<file path="src/design/tscs_pkg.sv">
// ----------------------------------------------------------------------------
// tscs_pkg: shared types and constants
// Codes, field layouts and fixed-point sizes for the torque sweep calibrator.
// ----------------------------------------------------------------------------
package tscs_pkg;

    // Moving-window depth for the angle average
    localparam int WINDOW_LEN = 50;
    localparam int WIN_LOG    = $clog2(WINDOW_LEN);

    // Window sum holds WINDOW_LEN signed 16-bit samples
    localparam int SUM_W  = WIN_LOG + 16;
    // Divide by WINDOW_LEN as multiply by a rounded-up reciprocal
    localparam int DIV_SH = SUM_W + WIN_LOG + 1;
    localparam int MUL_W  = DIV_SH - WIN_LOG + 1;
    localparam logic [MUL_W-1:0] DIV_MUL =
        MUL_W'(((64'd1 << DIV_SH) + 64'(WINDOW_LEN - 1)) / 64'(WINDOW_LEN));
    localparam int QUO_W  = 17;

    localparam int TIMER_W = 17;
    localparam logic [TIMER_W-1:0] TIMER_MAX = '1;
    localparam int SWEEP_W = 17;

    // Stream and register port widths
    localparam int IN_TDATA_W  = 48;
    localparam int OUT_TDATA_W = 88;
    localparam int FUNC_W      = 2;
    localparam int EVENT_W     = 3;
    localparam int APB_AW      = 5;
    localparam int APB_DW      = 32;

    typedef enum logic [FUNC_W-1:0] {
        FN_TICK  = 2'd0,
        FN_START = 2'd1,
        FN_ABORT = 2'd2
    } t_func;

    typedef enum logic [2:0] {
        PH_IDLE   = 3'd0,
        PH_INIT   = 3'd1,
        PH_RAMP   = 3'd2,
        PH_SETTLE = 3'd3,
        PH_RECORD = 3'd4,
        PH_NEXT   = 3'd5,
        PH_DONE   = 3'd6
    } t_phase;

    typedef enum logic [EVENT_W-1:0] {
        EV_NONE  = 3'd0,
        EV_BEGIN = 3'd1,
        EV_ROW   = 3'd2,
        EV_END   = 3'd3,
        EV_ABORT = 3'd4
    } t_event;

    typedef enum logic [2:0] {
        REG_TORQUE_START = 3'd0,
        REG_TORQUE_STEP  = 3'd1,
        REG_TORQUE_END   = 3'd2,
        REG_TICK_PERIOD  = 3'd3,
        REG_SETTLE_TIME  = 3'd4,
        REG_RECORD_TIME  = 3'd5
    } t_reg_idx;

    // Window cell control
    typedef struct packed {
        logic clear;
        logic shift;
    } t_cell_ctl;

    // Input tdata, last field in the low bits
    typedef struct packed {
        logic signed [15:0] normal_reference;
        logic signed [15:0] measured_torque;
        logic signed [15:0] pitch_angle;
    } t_in_data;

    // Output tdata, last field in the low bits
    typedef struct packed {
        logic [4:0]         pad;
        logic [15:0]        row_count;
        logic signed [15:0] row_measured_torque;
        logic signed [15:0] row_avg_angle;
        logic signed [15:0] row_target_torque;
        logic               open_loop;
        logic signed [15:0] torque_cmd;
        logic               torque_valid;
        logic               active;
    } t_out_data;

    // First pipeline stage: everything but the average
    typedef struct packed {
        logic               active;
        logic               torque_valid;
        logic signed [15:0] torque_cmd;
        logic               open_loop;
        t_event             event_res;
        logic signed [15:0] row_target_torque;
        logic signed [15:0] row_measured_torque;
        logic [15:0]        row_count;
        logic signed [SUM_W-1:0] win_sum;
    } t_stage;

endpackage

</file>
<file path="src/design/tscs_win_cell.sv">
// ----------------------------------------------------------------------------
// tscs_win_cell: one sample slot of the angle window
// Holds one pitch sample; shifts it to the next slot on a push, zeroes on clear.
// ----------------------------------------------------------------------------
module tscs_win_cell (
    input  logic                 i_clk,
    input  logic                 i_rst_n,
    input  tscs_pkg::t_cell_ctl  i_ctl,
    input  logic signed [15:0]   i_d,
    output logic signed [15:0]   o_q
);
    import tscs_pkg::*;

    logic signed [15:0] r_q;

    always_ff @(posedge i_clk) begin
        if (!i_rst_n) begin
            r_q <= '0;
        end else if (i_ctl.clear) begin
            r_q <= '0;
        end else if (i_ctl.shift) begin
            r_q <= i_d;
        end
    end

    assign o_q = r_q;

endmodule

</file>
<file path="src/design/tscs_avg_div.sv">
// ----------------------------------------------------------------------------
// tscs_avg_div: window average
// Window sum divided by WINDOW_LEN, truncated toward zero, via reciprocal.
// ----------------------------------------------------------------------------
module tscs_avg_div (
    input  logic signed [tscs_pkg::SUM_W-1:0] i_sum,
    output logic signed [15:0]                o_avg
);
    import tscs_pkg::*;

    logic                     w_neg;
    logic [SUM_W-1:0]         w_abs;
    logic [SUM_W+MUL_W-1:0]   w_prod;
    logic [QUO_W-1:0]         w_quo;
    logic [QUO_W-1:0]         w_res;

    assign w_neg  = i_sum[SUM_W-1];
    assign w_abs  = w_neg ? SUM_W'(-i_sum) : SUM_W'(i_sum);
    assign w_prod = (SUM_W+MUL_W)'(w_abs) * (SUM_W+MUL_W)'(DIV_MUL);
    // magnitude quotient, then restore the sign
    assign w_quo  = w_prod[DIV_SH +: QUO_W];
    assign w_res  = w_neg ? (~w_quo + QUO_W'(1)) : w_quo;
    assign o_avg  = w_res[15:0];

endmodule

</file>
<file path="src/design/torque_sweep_calibration_sequencer_unit.sv">
// ----------------------------------------------------------------------------
// torque_sweep_calibration_sequencer_unit: open-loop torque sweep calibrator
// Steps a torque command through a sweep and reports averaged pitch per point.
// ----------------------------------------------------------------------------
// Takes one transaction per clock and returns exactly one result transaction
// for each, in order. There are two register stages: the first decodes the
// request, advances the sweep sequencer and pushes the pitch sample through
// the window cell chain (running-sum update); the second turns the window sum
// into the average with a single reciprocal multiply and holds the finished
// result in the output register. While a result waits at the output, one more
// transaction is taken into the first stage; after that s_axis_tready follows
// m_axis_tready, and a full pipe still moves one transaction per clock
// whenever the result side takes one. tuser selects the request: tick, start
// or abort. The user must write settings over the APB port only while no
// transaction is in flight; the block does not check it. pready is tied high.
// ----------------------------------------------------------------------------
module torque_sweep_calibration_sequencer_unit (
    input  logic                                i_clk,
    input  logic                                i_rst_n,
    // request stream
    input  logic                                s_axis_tvalid,
    output logic                                s_axis_tready,
    // [15:0] pitch_angle, [31:16] measured_torque, [47:32] normal_reference
    input  logic [tscs_pkg::IN_TDATA_W-1:0]     s_axis_tdata,
    // [1:0] func
    input  logic [tscs_pkg::FUNC_W-1:0]         s_axis_tuser,
    // result stream
    output logic                                m_axis_tvalid,
    input  logic                                m_axis_tready,
    // [0] active, [1] torque_valid, [17:2] torque_cmd, [18] open_loop,
    // [34:19] row_target_torque, [50:35] row_avg_angle,
    // [66:51] row_measured_torque, [82:67] row_count, [87:83] zero
    output logic [tscs_pkg::OUT_TDATA_W-1:0]    m_axis_tdata,
    // [2:0] event_res
    output logic [tscs_pkg::EVENT_W-1:0]        m_axis_tuser,
    // settings port
    input  logic                                psel,
    input  logic                                penable,
    input  logic                                pwrite,
    input  logic [tscs_pkg::APB_AW-1:0]         paddr,
    input  logic [tscs_pkg::APB_DW-1:0]         pwdata,
    output logic [tscs_pkg::APB_DW-1:0]         prdata,
    output logic                                pready
);
    import tscs_pkg::*;

    // ---------------- settings registers ----------------
    logic signed [15:0] r_torque_start;
    logic signed [15:0] r_torque_step;
    logic signed [15:0] r_torque_end;
    logic [7:0]         r_tick_period;
    logic [15:0]        r_settle_time;
    logic [15:0]        r_record_time;

    t_reg_idx w_reg_idx;
    logic     w_cfg_wr;

    assign pready    = 1'b1;
    assign w_reg_idx = t_reg_idx'(paddr[4:2]);
    assign w_cfg_wr  = psel & penable & pwrite & pready;

    always_ff @(posedge i_clk) begin
        if (!i_rst_n) begin
            r_torque_start <= 16'sd0;
            r_torque_step  <= 16'sd100;
            r_torque_end   <= 16'sd1000;
            r_tick_period  <= 8'd1;
            r_settle_time  <= 16'd1000;
            r_record_time  <= 16'd500;
        end else if (w_cfg_wr) begin
            unique case (w_reg_idx)
                REG_TORQUE_START: r_torque_start <= pwdata[15:0];
                REG_TORQUE_STEP:  r_torque_step  <= pwdata[15:0];
                REG_TORQUE_END:   r_torque_end   <= pwdata[15:0];
                REG_TICK_PERIOD:  r_tick_period  <= pwdata[7:0];
                REG_SETTLE_TIME:  r_settle_time  <= pwdata[15:0];
                REG_RECORD_TIME:  r_record_time  <= pwdata[15:0];
                default: ;  // unmapped address: write dropped
            endcase
        end
    end

    always_comb begin
        unique case (w_reg_idx)
            REG_TORQUE_START: prdata = APB_DW'(unsigned'(r_torque_start));
            REG_TORQUE_STEP:  prdata = APB_DW'(unsigned'(r_torque_step));
            REG_TORQUE_END:   prdata = APB_DW'(unsigned'(r_torque_end));
            REG_TICK_PERIOD:  prdata = APB_DW'(r_tick_period);
            REG_SETTLE_TIME:  prdata = APB_DW'(r_settle_time);
            REG_RECORD_TIME:  prdata = APB_DW'(r_record_time);
            default:          prdata = '0;
        endcase
    end

    // ---------------- pipeline handshake ----------------
    // Stage 1 register -> output register. Everything moves when the output
    // register is free or being drained this cycle.
    logic   r_s1_valid;
    t_stage r_s1;
    logic   r_out_valid;
    t_out_data r_out_data;
    t_event r_out_event;

    logic w_adv;
    logic w_acc;

    assign w_adv         = !r_out_valid || m_axis_tready;
    assign s_axis_tready = !r_s1_valid || w_adv;
    assign w_acc         = s_axis_tvalid && s_axis_tready;

    // ---------------- sequencer state ----------------
    t_phase                    r_phase,       n_phase;
    logic [TIMER_W-1:0]        r_timer,       n_timer;
    logic signed [SWEEP_W-1:0] r_sweep,       n_sweep;
    logic signed [15:0]        r_saved_ref,   n_saved_ref;
    logic                      r_backup,      n_backup;
    logic                      r_export,      n_export;
    logic [15:0]               r_rows,        n_rows;
    logic signed [SUM_W-1:0]   r_sum,         n_sum;
    logic                      r_drive_open,  n_drive_open;
    logic                      r_saved_open,  n_saved_open;

    t_in_data w_in;
    t_func    w_func;
    t_stage   w_s1;

    assign w_in   = t_in_data'(s_axis_tdata);
    assign w_func = t_func'(s_axis_tuser);

    // timer add with saturation at the 17-bit ceiling
    logic [TIMER_W:0]   w_tsum;
    logic [TIMER_W-1:0] w_tsat;
    assign w_tsum = {1'b0, r_timer} + (TIMER_W+1)'(r_tick_period);
    assign w_tsat = w_tsum[TIMER_W] ? TIMER_MAX : w_tsum[TIMER_W-1:0];

    // next sweep point, clamped to the 17-bit signed range
    logic signed [SWEEP_W:0]   w_sw_sum;
    logic signed [SWEEP_W-1:0] w_sw_sat;
    assign w_sw_sum = (SWEEP_W+1)'(r_sweep) + (SWEEP_W+1)'(r_torque_step);
    always_comb begin
        unique case (w_sw_sum[SWEEP_W:SWEEP_W-1])
            2'b01:   w_sw_sat = {1'b0, {(SWEEP_W-1){1'b1}}};
            2'b10:   w_sw_sat = {1'b1, {(SWEEP_W-1){1'b0}}};
            default: w_sw_sat = w_sw_sum[SWEEP_W-1:0];
        endcase
    end

    // commanded torque: sweep point clamped to 16 bits
    logic signed [15:0] w_cmd_sat;
    always_comb begin
        unique case (r_sweep[SWEEP_W-1:SWEEP_W-2])
            2'b01:   w_cmd_sat = 16'sh7FFF;
            2'b10:   w_cmd_sat = 16'sh8000;
            default: w_cmd_sat = r_sweep[15:0];
        endcase
    end

    // window chain tail and running-sum update
    logic signed [15:0]      w_cell_q [WINDOW_LEN];
    logic signed [SUM_W-1:0] w_push_sum;
    assign w_push_sum = r_sum - SUM_W'(w_cell_q[WINDOW_LEN-1])
                      + SUM_W'(w_in.pitch_angle);

    logic w_push;
    logic w_clear;
    t_cell_ctl w_cell_ctl;

    always_comb begin
        n_phase      = r_phase;
        n_timer      = r_timer;
        n_sweep      = r_sweep;
        n_saved_ref  = r_saved_ref;
        n_backup     = r_backup;
        n_export     = r_export;
        n_rows       = r_rows;
        n_sum        = r_sum;
        n_drive_open = r_drive_open;
        n_saved_open = r_saved_open;
        w_push       = 1'b0;
        w_clear      = 1'b0;
        w_s1         = '0;
        w_s1.event_res = EV_NONE;

        unique case (w_func)
            FN_START: begin
                if (r_phase == PH_IDLE || r_phase == PH_DONE) begin
                    n_backup = 1'b0;
                    n_export = 1'b0;
                    n_rows   = '0;
                    n_phase  = PH_INIT;
                end
            end
            FN_ABORT: begin
                if (r_phase != PH_IDLE) begin
                    w_s1.torque_valid = 1'b1;
                    if (r_backup) begin
                        w_s1.torque_cmd = r_saved_ref;
                        n_drive_open    = r_saved_open;
                    end
                    if (r_export) begin
                        w_s1.event_res = EV_ABORT;
                        w_s1.row_count = r_rows;
                    end
                    n_timer  = '0;
                    n_sweep  = '0;
                    n_backup = 1'b0;
                    n_export = 1'b0;
                    n_rows   = '0;
                    n_sum    = '0;
                    w_clear  = 1'b1;
                    n_phase  = PH_IDLE;
                end
            end
            FN_TICK: begin
                if (r_phase != PH_IDLE) begin
                    w_s1.active = 1'b1;
                    unique case (r_phase)
                        PH_INIT: begin
                            n_saved_open   = r_drive_open;
                            n_saved_ref    = w_in.normal_reference;
                            n_backup       = 1'b1;
                            n_drive_open   = 1'b1;
                            n_sweep        = SWEEP_W'(r_torque_start);
                            n_timer        = '0;
                            n_rows         = '0;
                            n_export       = 1'b1;
                            w_s1.event_res = EV_BEGIN;
                            n_phase        = PH_RAMP;
                        end
                        PH_RAMP: begin
                            w_s1.torque_valid = 1'b1;
                            w_s1.torque_cmd   = w_cmd_sat;
                            n_timer           = '0;
                            n_phase           = PH_SETTLE;
                        end
                        PH_SETTLE: begin
                            w_s1.torque_valid = 1'b1;
                            w_s1.torque_cmd   = w_cmd_sat;
                            n_timer           = w_tsat;
                            if (w_tsat >= TIMER_W'(r_settle_time)) begin
                                w_clear = 1'b1;
                                n_sum   = '0;
                                n_timer = '0;
                                n_phase = PH_RECORD;
                            end
                        end
                        PH_RECORD: begin
                            w_s1.torque_valid = 1'b1;
                            w_s1.torque_cmd   = w_cmd_sat;
                            w_push            = 1'b1;
                            n_sum             = w_push_sum;
                            n_timer           = w_tsat;
                            if (w_tsat >= TIMER_W'(r_record_time)) begin
                                w_s1.event_res           = EV_ROW;
                                w_s1.row_target_torque   = w_cmd_sat;
                                w_s1.row_measured_torque = w_in.measured_torque;
                                w_s1.win_sum             = w_push_sum;
                                if (r_rows != '1) begin
                                    n_rows = r_rows + 16'd1;
                                end
                                n_phase = PH_NEXT;
                            end
                        end
                        PH_NEXT: begin
                            n_sweep = w_sw_sat;
                            n_phase = (w_sw_sat > SWEEP_W'(r_torque_end)) ?
                                      PH_DONE : PH_RAMP;
                        end
                        PH_DONE: begin
                            w_s1.torque_valid = 1'b1;
                            if (r_backup) begin
                                w_s1.torque_cmd = r_saved_ref;
                                n_drive_open    = r_saved_open;
                            end
                            if (r_export) begin
                                w_s1.event_res = EV_END;
                                w_s1.row_count = r_rows;
                            end
                            n_backup = 1'b0;
                            n_export = 1'b0;
                            n_rows   = '0;
                            n_phase  = PH_IDLE;
                        end
                        default: n_phase = PH_IDLE;
                    endcase
                end
            end
            default: ;  // unused request code: no effect
        endcase

        w_s1.open_loop = n_drive_open;
    end

    always_ff @(posedge i_clk) begin
        if (!i_rst_n) begin
            r_phase      <= PH_IDLE;
            r_timer      <= '0;
            r_sweep      <= '0;
            r_saved_ref  <= '0;
            r_backup     <= 1'b0;
            r_export     <= 1'b0;
            r_rows       <= '0;
            r_sum        <= '0;
            r_drive_open <= 1'b0;
            r_saved_open <= 1'b0;
        end else if (w_acc) begin
            r_phase      <= n_phase;
            r_timer      <= n_timer;
            r_sweep      <= n_sweep;
            r_saved_ref  <= n_saved_ref;
            r_backup     <= n_backup;
            r_export     <= n_export;
            r_rows       <= n_rows;
            r_sum        <= n_sum;
            r_drive_open <= n_drive_open;
            r_saved_open <= n_saved_open;
        end
    end

    // ---------------- angle window: chain of sample cells ----------------
    // A push moves every sample one cell down; the last cell holds the
    // oldest sample, which leaves the running sum.
    assign w_cell_ctl.shift = w_acc && w_push;
    assign w_cell_ctl.clear = w_acc && w_clear;

    for (genvar g = 0; g < WINDOW_LEN; g++) begin : g_win
        logic signed [15:0] w_d;
        if (g == 0) begin : g_head
            assign w_d = w_in.pitch_angle;
        end else begin : g_link
            assign w_d = w_cell_q[g-1];
        end
        tscs_win_cell u_cell (
            .i_clk   (i_clk),
            .i_rst_n (i_rst_n),
            .i_ctl   (w_cell_ctl),
            .i_d     (w_d),
            .o_q     (w_cell_q[g])
        );
    end

    // ---------------- stage 1 register ----------------
    always_ff @(posedge i_clk) begin
        if (!i_rst_n) begin
            r_s1_valid <= 1'b0;
        end else if (w_acc) begin
            r_s1_valid <= 1'b1;
        end else if (w_adv) begin
            r_s1_valid <= 1'b0;
        end
    end

    always_ff @(posedge i_clk) begin
        if (w_acc) begin
            r_s1 <= w_s1;
        end
    end

    // ---------------- stage 2: average and output register ----------------
    logic signed [15:0] w_avg;
    t_out_data          w_out;

    tscs_avg_div u_avg (
        .i_sum (r_s1.win_sum),
        .o_avg (w_avg)
    );

    always_comb begin
        w_out                     = '0;
        w_out.active              = r_s1.active;
        w_out.torque_valid        = r_s1.torque_valid;
        w_out.torque_cmd          = r_s1.torque_cmd;
        w_out.open_loop           = r_s1.open_loop;
        w_out.row_target_torque   = r_s1.row_target_torque;
        w_out.row_avg_angle       = w_avg;  // sum is zero off row events
        w_out.row_measured_torque = r_s1.row_measured_torque;
        w_out.row_count           = r_s1.row_count;
    end

    always_ff @(posedge i_clk) begin
        if (!i_rst_n) begin
            r_out_valid <= 1'b0;
        end else if (w_adv) begin
            r_out_valid <= r_s1_valid;
        end
    end

    always_ff @(posedge i_clk) begin
        if (w_adv && r_s1_valid) begin
            r_out_data  <= w_out;
            r_out_event <= r_s1.event_res;
        end
    end

    assign m_axis_tvalid = r_out_valid;
    assign m_axis_tdata  = OUT_TDATA_W'(r_out_data);
    assign m_axis_tuser  = r_out_event;

endmodule

</file>
<file path="config.mk">
export PLATFORM = sky130hd
export DESIGN_NAME = torque_sweep_calibration_sequencer_unit
export DESIGN_NICKNAME = d
export VERILOG_FILES = /design/src/design/tscs_pkg.sv /design/src/design/tscs_win_cell.sv /design/src/design/tscs_avg_div.sv /design/src/design/torque_sweep_calibration_sequencer_unit.sv
export SDC_FILE = /design/constraint.sdc
export NUM_CORES = 2
export LEC_CHECK = 0
export BUFFER_PORTS_ARGS = -buffer_cell sky130_fd_sc_hd__clkbuf_2
export CAP_MARGIN = 20
export CORE_MARGIN = 8
export CORE_UTILIZATION = 44
export CTS_CLUSTER_DIAMETER = 80
export DETAILED_ROUTE_END_ITERATION = 7
export PLACE_DENSITY = 0.71
export REMOVE_ABC_BUFFERS = 1
export SYNTH_ARGS = -nofsm -noshare
export SYNTH_HDL_FRONTEND = slang
export SYNTH_SLANG_ARGS = --single-unit
export TNS_END_PERCENT = 5
</file>
<file path="constraint.sdc">
create_clock -name i_clk -period 10.7 [get_ports i_clk]
set_input_delay 1.605 -clock i_clk [delete_from_list [all_inputs] [get_ports i_clk]]
set_output_delay 1.605 -clock i_clk [all_outputs]
set_load 0.005 [all_outputs]
</file>
== After elaboration in Yosys (flattened, before gate mapping) ==
Index checks and enable logic that the tools add are counted.
Operators by class
  add/subtract/negate cells: 7
  $mul: 1
  magnitude comparators: 3
  equal/unequal tests: 29
  mux-type cells: 73
  bitwise gates (word level): 4
  reduce and logical (&&, ||, !) cells: 34
Operators with widths (count)
  case mux 17 bit (2 select lines): 6
  two-way mux 16 bit: 10
  two-way mux 22 bit: 6
  two-way mux 17 bit: 6
  case mux 16 bit (2 select lines): 3
  case mux 16 bit (6 select lines): 1
  case mux 22 bit (2 select lines): 2
  two-way mux 73 bit: 1
  case mux 17 bit (3 select lines): 1
  case mux 16 bit (3 select lines): 1
  multiplier 22 x 24 -> 45 bit, second input constant: 1
  greater-or-equal comparator 17 x 16 -> 1 bit: 2
  two-way mux 34 bit: 1
  adder 16 x 1 -> 16 bit, second input constant: 2
  two-way mux 32 bit: 1
  two-way mux 3 bit: 8
  adder 22 x 16 -> 22 bit: 1
  negator 22 bit: 1
  subtractor 22 x 16 -> 22 bit: 1
  adder 17 x 16 -> 18 bit: 1
  adder 17 x 8 -> 18 bit: 1
  two-way mux 18 bit: 1
  case mux 3 bit (3 select lines): 2
  > comparator 17 x 16 -> 1 bit: 1
  other kinds (35): 90
Word-level totals
  flip-flop bits (word level): 1162
  input port bits: 94
  output and inout port bits: 126
  word-level logic and storage cells: 236

== Depth between registers and ports, before layout ==
  depth in word-level cells: 9
  depth in mapped cells: 35
  mapped depth without buffers: 33

== Hierarchy ==
Synthesis repeated with hierarchy kept, for this count alone.
Unflattened totals
  cells, all modules: 5632
  area, all modules: 58233.4 µm²
Modules (own cells, without submodules)
  tscs_win_cell: times used 50, cells each 53, area each 594.3 µm², seq. area each 320.3 µm²
  torque_sweep_calibration_sequencer_unit: times used 1, cells each 1879, area each 18406.4 µm², seq. area each 9028.7 µm²
  tscs_avg_div: times used 1, cells each 1103, area each 10110.9 µm², seq. area each 0.0 µm²

== Least setup slack after synthesis ==
OpenSTA, ideal clock, no wires.
  path kind: register to register
  start: reg r_s1[0] (netlist bit)
  end: reg r_out_data, in the netlist m_axis_tdata[47], data pin
  setup time: 270 ps
  arrival time: 9207 ps
  data required time: 10430 ps
  path slack: 1223 ps
  stages on the path, launching flop included: 34
  path buffers: 2
  clock period less this slack: 9477 ps
  path through: edfxtp_1 -> inv_1 -> ha_1 -> nand2b_1 -> nand2b_1 -> or2_2 -> or4_1 -> nand2b_1 -> o41a_1 -> xnor2_1 -> inv_1 -> fa_1 -> inv_1 -> fa_1 -> fa_1 -> inv_1 -> fa_1 -> fa_1 -> fa_1 -> inv_1 -> ha_1 -> ha_1 -> clkbuf_1 -> a21o_1 -> a21oi_2 -> nor3b_1 -> a311o_1 -> a211oi_4 -> and3b_2 -> nand3_2 -> or3_1 -> buf_6 -> o41ai_2 -> xor2_1
Between the ends
  word-level cells in the longest chain between the ends: 6
Ends and longest elaborated chain
  start, declared: line torque_sweep_calibration_sequencer_unit.sv:99  | t_stage r_s1;
  start signal, assigned: line torque_sweep_calibration_sequencer_unit.sv:355  | r_s1 <= w_s1;
  negator 22 bit: line tscs_avg_div.sv:18  | assign w_abs = w_neg ? SUM_W'(-i_sum) : SUM_W'(i_sum);
  two-way mux 22 bit *: line tscs_avg_div.sv:18
  multiplier 22 x 24 -> 45 bit *: line tscs_avg_div.sv:19  | assign w_prod = (SUM_W+MUL_W)'(w_abs) * (SUM_W+MUL_W)'(DIV_MUL);
  inverter 16 bit: line tscs_avg_div.sv:22  | assign w_res = w_neg ? (~w_quo + QUO_W'(1)) : w_quo;
  adder 16 x 1 -> 16 bit: line tscs_avg_div.sv:22
  two-way mux 16 bit *: line tscs_avg_div.sv:22
  via u_avg.o_avg[12]: line tscs_avg_div.sv:7  | output logic signed [15:0] o_avg
  end signal, assigned: line torque_sweep_calibration_sequencer_unit.sv:390  | r_out_data <= w_out;
  end, declared: line torque_sweep_calibration_sequencer_unit.sv:101  | t_out_data r_out_data;
The timed path passes the listed nets; every way through them passes the cells marked *.
A chain may end at the register's enable or synchronous reset.

== Worst setup path in the final report ==
  start: reg r_s1[0] (netlist bit)
  end: reg r_out_data, in the netlist m_axis_tdata[50], data pin
The elaborated chain is that of the path after synthesis.

==> impl_metrics.prom <==
# TYPE chip_impl_metric gauge
chip_impl_metric{name="row_count",unit=""} 134
chip_impl_metric{name="intPower",unit="mW"} 10.2
chip_impl_metric{name="synth-edff-count",unit=""} 178
chip_impl_info{name="tritoncts_clock_tree",value="yes"} 1
chip_impl_metric{name="initial_antenna_violation_count",unit=""} 8
chip_impl_metric{name="fmax",unit="MHz"} 99.2
chip_impl_metric{name="clock_path_buffers",unit=""} 3
chip_impl_metric{name="grt_first_pass_wirelength",unit="µm"} 193000
chip_impl_info{name="timing.critical_path.from_type",value="flop"} 1
chip_impl_metric{name="floorplan.die.width",unit="µm"} 383
chip_impl_metric{name="wl",unit="µm"} 117000
chip_impl_metric{name="timing.final.crit_share",unit="%"} 94.2
chip_impl_info{name="critical_path.top_delay_family",value="adder cells"} 1
chip_impl_metric{name="worst_path_largest_cell_delay",unit="ns"} 0.59
chip_impl_metric{name="share_comb_of_total_power",unit="%"} 46.7
chip_impl_metric{name="arrival",unit="ns"} 10.54
chip_impl_metric{name="start_util",unit="%"} 44.3
chip_impl_metric{name="drive_above_1_share",unit="%"} 8.26
chip_impl_metric{name="area.growth.synth_to_final",unit="%"} 10.3
chip_impl_metric{name="worst_r2r_path_depth",unit=""} 31
chip_impl_metric{name="drt-initial-drc-count",unit=""} 2625
chip_impl_metric{name="timing.final.hold_violations",unit=""} 0
chip_impl_metric{name="setup_violations",unit=""} 0
chip_impl_info{name="rsz_0062_raised_after_global_routing",value="no"} 1
chip_impl_metric{name="timing.final.ws_setup",unit="ns"} 0.621
chip_impl_metric{name="floorplan.core_area",unit="mm²"} 0.134
chip_impl_info{name="critical_path.startpoint",value="r_s1[0]"} 1
chip_impl_metric{name="ff_latch_area",unit="mm²"} 0.0250
chip_impl_metric{name="synth.ff_latch_count",unit=""} 1162
chip_impl_metric{name="fraction_of_power_consumed_by_the_clock_network",unit="%"} 25.1
chip_impl_info{name="hold_path.class",value="flop to flop"} 1
chip_impl_metric{name="fin_nets",unit=""} 6161
chip_impl_metric{name="postSynth.asyncResetShare",unit="%"} 0
chip_impl_metric{name="grt_max_degree",unit=""} 330
chip_impl_metric{name="grt_total_ovfl",unit=""} 0
chip_impl_info{name="timing.setup.critical_path_class",value="flop to flop"} 1
chip_impl_metric{name="clk_pin_slew",unit="ns"} 0.07
chip_impl_metric{name="final_core_utilization",unit="%"} 48.9
chip_impl_metric{name="numClockSinks",unit=""} 1162
chip_impl_metric{name="power",unit="mW"} 16.5
chip_impl_metric{name="maxSlewHeadroom",unit="%"} 20.1
chip_impl_metric{name="fillers",unit=""} 12008
chip_impl_metric{name="dp.final_hpwl",unit="µm"} 80300
chip_impl_metric{name="grt_pass1_vias",unit=""} 37618
chip_impl_info{name="crit_slowest_cell",value="sky130_fd_sc_hd__fa_1"} 1
chip_impl_metric{name="routedWlPerCell",unit="µm"} 15.8
chip_impl_metric{name="p_per_area",unit="mW/mm²"} 252
chip_impl_metric{name="die_area",unit="mm²"} 0.147
chip_impl_metric{name="worst-path-stages",unit=""} 31
chip_impl_metric{name="met1_usage",unit="%"} 21.5
chip_impl_metric{name="whs",unit="ns"} 0.408
chip_impl_info{name="reg2reg_to",value="m_axis_tdata[50]"} 1
chip_impl_metric{name="io_pins",unit=""} 220
chip_impl_metric{name="groute.layer.met3.usage",unit="%"} 2.57
chip_impl_metric{name="yosys_warnings",unit=""} 0
chip_impl_info{name="crit_end",value="m_axis_tdata[50]"} 1
chip_impl_metric{name="route.detailed.drc",unit=""} 0
chip_impl_metric{name="power.sequential.fraction",unit="%"} 28.2
chip_impl_metric{name="maxSlewViolCount",unit=""} 0
chip_impl_info{name="rr_startpoint",value="r_s1[0]"} 1
chip_impl_info{name="critPathMostFrequentCell",value="sky130_fd_sc_hd__fa_1"} 1
chip_impl_metric{name="critical_path_peak_fanout",unit=""} 7
chip_impl_metric{name="groute.layer.met2.usage",unit="%"} 24.8
chip_impl_metric{name="synth_cell_type_count",unit=""} 82
chip_impl_metric{name="gp_routability_congestion",unit=""} 0.903
chip_impl_metric{name="cts_buffers",unit=""} 119
chip_impl_metric{name="multi_input_gate_area_in_the_final_layout",unit="mm²"} 0.0310
chip_impl_metric{name="minimum_period_implied_by_the_final_worst_setup_slack",unit="ns"} 10.08
chip_impl_metric{name="timing_worst_slew_pin_value",unit="ns"} 1.20
chip_impl_metric{name="clock-skew-final",unit="ns"} 0.0706
chip_impl_metric{name="post_synth_instance_area",unit="mm²"} 0.0592
chip_impl_metric{name="max_cap_violations",unit=""} 0
chip_impl_metric{name="critPathBufInv",unit=""} 4
chip_impl_metric{name="die_h",unit="µm"} 383
chip_impl_metric{name="pre_cts_ws",unit="ns"} 0.492
chip_impl_info{name="cts_root_buffer",value="sky130_fd_sc_hd__clkbuf_16"} 1
chip_impl_info{name="run_status",value="completed"} 1
chip_impl_metric{name="route.detailed.vias_per_inst",unit=""} 5.21
chip_impl_metric{name="seq_area_frac_synth",unit="%"} 42.3
chip_impl_metric{name="reg2reg_setup_slack",unit="ns"} 0.62
chip_impl_metric{name="totalNegativeSetupSlack",unit="ns"} 0
chip_impl_metric{name="routed_antenna_nets",unit=""} 0
chip_impl_metric{name="grtUsageTotal",unit="%"} 15.5
chip_impl_info{name="worst_setup_path_end_kind",value="flop"} 1
chip_impl_metric{name="clkLatencyLatePin",unit="ns"} 0.74
chip_impl_metric{name="dr.pass1.iters",unit=""} 5
chip_impl_metric{name="syn-instance-count",unit=""} 5552
chip_impl_metric{name="max-vdd-ir-drop",unit="mV"} 0.625
chip_impl_info{name="synth_flop_cell",value="sky130_fd_sc_hd__dfxtp_1"} 1
chip_impl_metric{name="power_switching_share",unit="%"} 38.4
chip_impl_metric{name="numPortBuffers",unit=""} 179
chip_impl_metric{name="switching_power",unit="mW"} 6.34
chip_impl_metric{name="htreeDepth",unit=""} 3
chip_impl_metric{name="avgSynthCellArea",unit="µm²"} 10.7
chip_impl_metric{name="dr_total_vias",unit=""} 38563
chip_impl_metric{name="leakagePower",unit="nW"} 23.2
chip_impl_metric{name="worstPathRequired",unit="ns"} 11.17
chip_impl_info{name="grt.busiest_layer",value="met2"} 1
-- synthesized netlist by cell type (45+ instances only) --
cell type | n | area, µm²
sky130_fd_sc_hd__a21boi_0 | 85 | 638
sky130_fd_sc_hd__a21o_1 | 45 | 338
sky130_fd_sc_hd__a21oi_1 | 113 | 566
sky130_fd_sc_hd__and3_1 | 48 | 300
sky130_fd_sc_hd__buf_2 | 90 | 450
sky130_fd_sc_hd__clkbuf_1 | 267 | 1000
sky130_fd_sc_hd__dfxtp_1 | 984 | 19700
sky130_fd_sc_hd__edfxtp_1 | 178 | 5350
sky130_fd_sc_hd__fa_1 | 208 | 4160
sky130_fd_sc_hd__ha_1 | 327 | 4090
sky130_fd_sc_hd__inv_1 | 443 | 1660
sky130_fd_sc_hd__mux2i_1 | 837 | 8380
sky130_fd_sc_hd__nand2_1 | 314 | 1180
sky130_fd_sc_hd__nor2_1 | 92 | 345
sky130_fd_sc_hd__nor2b_1 | 71 | 444
sky130_fd_sc_hd__nor3b_1 | 803 | 6030
sky130_fd_sc_hd__o21ai_0 | 88 | 440
sky130_fd_sc_hd__xnor2_1 | 61 | 534
-- worst min-delay path by stage --
stage               startpoint               end  cells after the start
floorplan             r_s1[91]   m_axis_tdata[0]                      0
global placement      r_s1[51]  m_axis_tdata[64]                      0
detailed placement    r_s1[91]   m_axis_tdata[0]                      0
CTS                   r_s1[90]   m_axis_tdata[1]                      0
global route          r_s1[83]  m_axis_tdata[11]                      0
finish                r_s1[90]   m_axis_tdata[1]                      0
-- flip-flops by register name, summed over array words and instances (netlist names) --
register and cells:
g_win.u_cell.o_q 800, m_axis_tdata 83, m_axis_tuser 3, m_axis_tvalid 1, r_drive_open 1, r_export 1
r_phase 3, r_record_time 16, r_rows 16, r_s1 92, r_s1_valid 1, r_saved_open 1
r_saved_ref 16, r_settle_time 16, r_sum 22, r_sweep 17, r_tick_period 8, r_timer 17
r_torque_end 16, r_torque_start 16, r_torque_step 16
-- stage by stage --
step | std cells | area [µm²]
after global routing | 7404 | 65400
after global placement | 7176 | 61300
final | 7406 | 65400
after detailed placement | 7176 | 61300
after CTS | 7397 | 65300
after floorplan | 5180 | 57600
-- area by class of cell --
cell class / count / share of cell area, %
clock inverter: 45 / 0.792
antenna: 6 / 0.0230
tap: 1768 / 3.38
clock buffer: 176 / 5.33
timing repair buffer: 231 / 2.18
sequential: 1162 / 38.3
multi-input combinational: 3575 / 47.4
inverter: 443 / 2.55
-- cells by family after synthesis --
group                      count (synthesis)  share of synthesized area (%)
AOI/OAI and AO/OA                        563                           6.44
adders and majority gates                535                           13.9
muxes                                    845                           14.3
xor gates and xnor gates                  94                           1.40
buffers and inverters                    835                           5.63
DFF                                     1162                           42.3
and+or+nand+nor                         1516                           16.0
other                                      2                         0.0127
-- worst reg2reg max path, delay by kind of cell (launching register included) --
family	cells	cell delay, ns
AOI/OAI and AO/OA	7	2.01
adders and majority gates	9	4.16
DFF	1	0.39
and+or+nand+nor	9	2.39
xor gates and xnor gates	2	0.34
buffers and inverters	4	0.50
-- routing by layer --
layer | wire, µm | up-vias | part of all wire (%)
met1 | 56600 | 18495 | 48
met3 | 5390 | 172 | 4.6
li1 | - | 19249 | -
met5 | 13 | - | 0.011
met4 | 2780 | 2 | 2.4
met2 | 52200 | 645 | 45
-- repair_timing --
item / 4_1_cts / 5_1_grt
gates resized for setup: 0 / 3
setup endpoints to repair: 0 / 5
buffers inserted: 0 / 0
hold buffers: 0 / 0
-- placed cells by master (no fill, tap or decap), types with 90 or more instances in the layout --
master	n
sky130_fd_sc_hd__nor2_1	90
sky130_fd_sc_hd__nor3b_1	803
sky130_fd_sc_hd__fa_1	208
sky130_fd_sc_hd__ha_1	327
sky130_fd_sc_hd__dfxtp_1	984
sky130_fd_sc_hd__mux2i_1	837
sky130_fd_sc_hd__a21oi_1	112
sky130_fd_sc_hd__edfxtp_1	178
sky130_fd_sc_hd__nand2_1	314
sky130_fd_sc_hd__clkbuf_16	121
sky130_fd_sc_hd__inv_1	441
sky130_fd_sc_hd__clkbuf_2	178
-- power by group through the flow --
stage	registers, mW	logic, mW	clock network, mW
6_report	4.66	7.70	4.14
5_1_grt	4.66	8.70	4.45
4_1_cts	4.66	7.72	4.27
3_5_place_dp	4.75	7.63	0
3_3_place_gp	4.75	7.63	0
2_1_floorplan	4.76	5.73	0
Power figures use the tool's default switching activity.
